**src/design/clbin_pkg.sv**
```systemverilog
// ----------------------------------------------------------------------------
// clbin_pkg
// Shared types and constants for the particle cell list binning block.
// ----------------------------------------------------------------------------
package clbin_pkg;

    localparam int MAX_CELLS_DEF = 65536;
    localparam int MAX_PARTICLES = 65536;

    localparam int CFG_W     = 32;
    localparam int CFG_IDX_W = 3;
    localparam int RES_W     = 17;
    localparam int PIDX_W    = 16;
    localparam int POS_W     = 32;
    localparam int LINK_W    = 17;
    localparam int CNT_W     = 17;
    localparam int CIDX_W    = 16;

    // register indexes on the config port
    localparam logic [CFG_IDX_W-1:0] REG_GRID_MIN_X   = 3'd0;
    localparam logic [CFG_IDX_W-1:0] REG_GRID_MIN_Y   = 3'd1;
    localparam logic [CFG_IDX_W-1:0] REG_GRID_MIN_Z   = 3'd2;
    localparam logic [CFG_IDX_W-1:0] REG_INV_CELL     = 3'd3;
    localparam logic [CFG_IDX_W-1:0] REG_RES_X        = 3'd4;
    localparam logic [CFG_IDX_W-1:0] REG_RES_Y        = 3'd5;
    localparam logic [CFG_IDX_W-1:0] REG_TOTAL_CELLS  = 3'd6;

    localparam logic ACT_CLEAR  = 1'b0;
    localparam logic ACT_INSERT = 1'b1;

    localparam logic [LINK_W-1:0] LINK_EMPTY = '1;
    localparam logic [CNT_W-1:0]  COUNT_MAX  = '1;

    typedef enum logic [1:0] {
        AXIS_X,
        AXIS_Y,
        AXIS_Z
    } axis_t;

    typedef struct packed {
        logic  load;
        logic  sweep_wr;
        logic  diff;
        logic  mul;
        logic  fix;
        axis_t axis;
        logic  tmul;
        logic  tadd;
        logic  lmul;
        logic  ladd;
        logic  rd;
        logic  wr_ins;
        logic  emit_zero;
    } cmd_t;

    typedef struct packed {
        logic sweep_last;
        logic hit;
    } status_t;

endpackage

```
**src/design/clbin_ctrl.sv**
```systemverilog
// ----------------------------------------------------------------------------
// clbin_ctrl
// Sequencer: clear sweep, per-axis cell coordinate steps, index build,
// table read-modify-write.
// ----------------------------------------------------------------------------
module clbin_ctrl (
    input  logic              clk,
    input  logic              rst_n,
    input  logic              start,
    input  logic              action,
    input  clbin_pkg::status_t status,
    output logic              busy,
    output clbin_pkg::cmd_t   cmd
);
    import clbin_pkg::*;

    typedef enum logic [3:0] {
        S_SWEEP,
        S_IDLE,
        S_DIFF,
        S_MUL,
        S_FIX,
        S_TMUL,
        S_TADD,
        S_LMUL,
        S_LADD,
        S_CHECK,
        S_WRITE
    } state_t;

    state_t state_reg;
    state_t state_next;
    axis_t  axis_reg;
    logic   clr_pend_reg;
    logic   busy_reg;

    assign busy = busy_reg;

    always_comb
    begin
        state_next = state_reg;
        unique case (state_reg)
            S_SWEEP: if (status.sweep_last) state_next = S_IDLE;
            S_IDLE:
            begin
                if (start)
                begin
                    state_next = (action == ACT_CLEAR) ? S_SWEEP : S_DIFF;
                end
            end
            S_DIFF:  state_next = S_MUL;
            S_MUL:   state_next = S_FIX;
            S_FIX:   state_next = (axis_reg == AXIS_Z) ? S_TMUL : S_DIFF;
            S_TMUL:  state_next = S_TADD;
            S_TADD:  state_next = S_LMUL;
            S_LMUL:  state_next = S_LADD;
            S_LADD:  state_next = S_CHECK;
            S_CHECK: state_next = status.hit ? S_WRITE : S_IDLE;
            S_WRITE: state_next = S_IDLE;
            default: state_next = S_IDLE;
        endcase
    end

    always_comb
    begin
        cmd           = '0;
        cmd.axis      = axis_reg;
        cmd.load      = (state_reg == S_IDLE) && start;
        cmd.sweep_wr  = (state_reg == S_SWEEP);
        cmd.diff      = (state_reg == S_DIFF);
        cmd.mul       = (state_reg == S_MUL);
        cmd.fix       = (state_reg == S_FIX);
        cmd.tmul      = (state_reg == S_TMUL);
        cmd.tadd      = (state_reg == S_TADD);
        cmd.lmul      = (state_reg == S_LMUL);
        cmd.ladd      = (state_reg == S_LADD);
        cmd.rd        = (state_reg == S_CHECK) && status.hit;
        cmd.wr_ins    = (state_reg == S_WRITE);
        cmd.emit_zero = ((state_reg == S_SWEEP) && status.sweep_last && clr_pend_reg)
                      || ((state_reg == S_CHECK) && !status.hit);
    end

    always_ff @(posedge clk or negedge rst_n)
    begin
        if (!rst_n)
        begin
            state_reg    <= S_SWEEP;   // table is wiped after reset
            axis_reg     <= AXIS_X;
            clr_pend_reg <= 1'b0;
            busy_reg     <= 1'b1;
        end
        else
        begin
            state_reg <= state_next;
            busy_reg  <= (state_next != S_IDLE);
            if (state_reg == S_IDLE)
            begin
                axis_reg <= AXIS_X;
                if (start)
                begin
                    clr_pend_reg <= (action == ACT_CLEAR);
                end
            end
            else if (state_reg == S_FIX)
            begin
                unique case (axis_reg)
                    AXIS_X:  axis_reg <= AXIS_Y;
                    AXIS_Y:  axis_reg <= AXIS_Z;
                    default: axis_reg <= AXIS_X;
                endcase
            end
        end
    end

endmodule

```
**config.mk**
```make
export PLATFORM = sky130hd
export DESIGN_NAME = clbin_ctrl
export DESIGN_NICKNAME = d
export VERILOG_FILES = /design/src/design/clbin_pkg.sv /design/src/design/clbin_ctrl.sv
export SDC_FILE = /design/constraint.sdc
export NUM_CORES = 1
export LEC_CHECK = 0
export BUFFER_PORTS_ARGS = -buffer_cell sky130_fd_sc_hd__buf_2
export CORE_AREA = 2 2 41 43
export DETAILED_ROUTE_END_ITERATION = 10
export DIE_AREA = 0 0 43 45
export PLACE_DENSITY = 0.64
export SLEW_MARGIN = 5
export SYNTH_ARGS = -nofsm -noshare
export SYNTH_HDL_FRONTEND = slang
export SYNTH_SLANG_ARGS = --single-unit
```
**constraint.sdc**
```tcl
create_clock -name clk -period 1.64 [get_ports clk]
set_clock_uncertainty 0.05 [all_clocks]
set_input_delay 0 -clock clk [delete_from_list [all_inputs] [get_ports clk]]
set_output_delay 0 -clock clk [all_outputs]
set_load 0.02 [all_outputs]
```
==> results.sh <==
export IMPL_critPathCaptureType="register"
export IMPL_p_per_area_nw_per_um2=1975
export IMPL_drive_above_1_share_pct=57.52
export IMPL_internal_power_w=0.001101
export IMPL_cts_made_buffers=3
export IMPL_yosys_warnings=0
export IMPL_crit_fanout=4
export IMPL_gp_congestion=0.7249
export IMPL_cap_violations=0
export IMPL_worstSetupPathDepth=4
export IMPL_setup_worst_path_start="state_reg[3]"
export IMPL_yosys_cell_types_count=27
export IMPL_rsz0062_at_grt="true"
export IMPL_synth_cell_area_sq_um=564.3
export IMPL_p_sw_w=0.0007844
export IMPL_violations="negative setup slack"
export IMPL_crit_chain="or3b_1 -> a21boi_2 -> a211o_2 -> or4b_1"
export IMPL_fin_util_pct=64.88
export IMPL_crit_slowest_cell="dfrtp_2"
export IMPL_slowest_delay_ns=0.43
export IMPL_synth_fp_nets=73
export IMPL_cts_root_buf="clkbuf_4"
export IMPL_stdcell_area_sq_um=954.7
export IMPL_mostFrequentLayoutCell="buf_4"
export IMPL_peakVddDrop_mv=0.9029
export IMPL_status="complete, but fails checks"
export IMPL_drt_total_wl_um=1524
export IMPL_drt_iter0_markers=9
export IMPL_finalPower_w=0.001885
export IMPL_hold_start="start"
export IMPL_p_sw_share_pct=41.60
export IMPL_first_global_vias=624
export IMPL_seq_power_share_pct=22.0
export IMPL_grt_antenna_before_repair=0
export IMPL_core_area_sq_um=1471
export IMPL_worst_slack_ns=-0.07971
export IMPL_clkPwrFrac_pct=8.4
export IMPL_cp_top_family="simple AND/OR/NAND/NOR gates"
export IMPL_drcViolationCount=0
export IMPL_avgRoutedWirePerCell_um=11.81
export IMPL_grt_pass1_wl_um=2456
export IMPL_critical_path_buf_inv_count=0
export IMPL_fin_crit_sh_pct=104.9
export IMPL_setup_violations=2
export IMPL_fillers=119
export IMPL_dp_cells=114
export IMPL_maxSlewViolCount=0
export IMPL_clkLatencyLatePin_ns=0.25
export IMPL_start_kind="register"
export IMPL_grt_total_usage_pct=16.65
export IMPL_via_per_inst=5.039
export IMPL_synthToLayoutAreaGrowth_pct=69.18
export IMPL_final_nets=120
export IMPL_dieWidth_um=43
export IMPL_dr_pass1_iters=4
export IMPL_cp_required_ns=1.75
export IMPL_die_h_um=45
export IMPL_synth_seq_cells=8
export IMPL_crit_arrival_ns=1.83
export IMPL_postRouteAntennaNets=0
export IMPL_hold_path_depth=3
export IMPL_power_leakage_nw=0.4738
export IMPL_combPwrFrac_pct=69.6
export IMPL_instances_no_fill=129
export IMPL_grt_remaining_overflow=0
export IMPL_rows=14
export IMPL_cts_tree="built"
export IMPL_grt_max_degree=9
export IMPL_worst_setup_path_type="register to register"
export IMPL_r2r_start="state_reg[3]"
export IMPL_hp_class="input pin to register"
export IMPL_htreeDepth=1
export IMPL_num_antenna_cells=0
export IMPL_clk_pin_slew_worst_paths_ns=0.06
export IMPL_fmax_mhz=581.5
export IMPL_multi_input_area_sq_um=361.6
export IMPL_initial_core_util_pct=38.35
export IMPL_tightest_slew_ns=0.3710
export IMPL_final_period_minus_worst_setup_slack_ns=1.720
export IMPL_place_port_buffers=20
export IMPL_placed_area_sq_um=775.7
export IMPL_slew_limit_headroom_pct=75.21
export IMPL_cts_sink_count=8
export IMPL_place_hpwl_um=1057
export IMPL_synth_seq_area_share_pct=35.70
export IMPL_synthCells=67
export IMPL_holdWs_ns=0.03410
export IMPL_io_pins=21
export IMPL_synth_avg_cell_area_sq_um=8.422
export IMPL_die_area_sq_um=1935
export IMPL_hold_violations=0
export IMPL_largest_reg_flops=4
export IMPL_vias=650
export IMPL_ff_latch_area_sq_um=209.0
export IMPL_reg2regPathDepth=4
export IMPL_cts_path_max_buffers=2
export IMPL_mostFrequentLayoutCells="25 x buf_4, 17 x buf_2"
-- Yosys cell counts --
master	number	area [sq um]
o21a_1	1	7.510
nand3b_1	2	15.01
nor2b_1	1	6.260
a21o_1	1	7.510
a21oi_1	2	10.01
o21ai_0	3	15.01
or4b_1	1	10.01
a2111oi_0	2	17.52
a211o_2	1	10.01
buf_6	1	11.26
nand2b_1	7	43.79
nor4b_2	1	15.01
nor4_1	1	6.260
a31o_2	1	8.760
nor2_1	7	26.28
mux2i_1	1	10.01
nand2_1	7	26.28
dfrtp_1	7	175.2
a21boi_2	1	11.26
nor3_1	6	30.03
buf_2	4	20.02
a311o_1	1	10.01
a22oi_1	1	7.510
or3b_1	1	8.760
nor4b_1	2	17.52
inv_1	3	11.26
dfstp_2	1	26.28
-- power by group through the flow --
stage	Combinational, W	Sequential (W)	Clock [W]
2_1_floorplan	0.000617	0.000405	0
3_3_place_gp	0.000980	0.000421	0
3_5_place_dp	0.000992	0.000422	0
4_1_cts	0.00116	0.000403	0.000167
5_1_grt	0.00143	0.000434	0.000175
6_report	0.00131	0.000415	0.000158
-- tightest hold or removal path, stage by stage --
cell and delay, ns:
buf_2 0.11, inv_1 0.05, a211o_2 0.12
-- cell type report --
class / count / area share [%]
multi-input cells: 51 / 37.88
clock buffers: 4 / 2.752
flip-flops and latches: 8 / 21.89
inverters: 3 / 1.180
repair buffers: 47 / 34.21
well taps: 16 / 2.097
-- metal layers --
layer,up-vias,global-route usage [%],routed length [um]
li1,330,-,-
met1,296,19.40,649
met2,20,30.61,779
met3,4,1.200,61
met4,0,9.091,34
met5,-,0,0
-- cells by family (layout without fill, tap and decap cells) --
kind of cell / after synthesis / after routing / synth area share, %
flops: 8 / 8 / 35.70
mux: 1 / 1 / 1.774
buf+inv: 8 / 54 / 7.539
simple gates: 36 / 36 / 36.37
compound gates: 14 / 14 / 18.63
-- per-stage QoR --
step	setup TNS, ns	setup WS, ns
2_1_floorplan	-0.0004198	-0.0004198
3_3_place_gp	-0.05846	-0.05846
3_5_place_dp	-0.08826	-0.08826
4_1_cts	-0.08172	-0.08172
5_1_grt	-0.2224	-0.1164
6_report	-0.1131	-0.07971
-- worst paths after layout --
| kind | to | slack [ns] |
|---|---|---|
| hold reg to reg | clr_pend_reg | 0.47 |
| min in group asynchronous | state_reg[3] | 0.06 |
| setup reg to reg | busy | -0.08 |
| setup / recovery | busy | -0.08 |
| hold / removal | state_reg[0] | 0.03 |
| max in group asynchronous | busy | 1.23 |
-- repair_timing --
item,4_1_cts,5_1_grt
gates resized for setup,7,12
hold buffers,2,0
pin swaps,2,5
endpoints found under the hold margin,9,0
cloned,0,0
buffers inserted,6,3
setup endpoints to repair,3,7
Power figures use the tool's default switching activity.
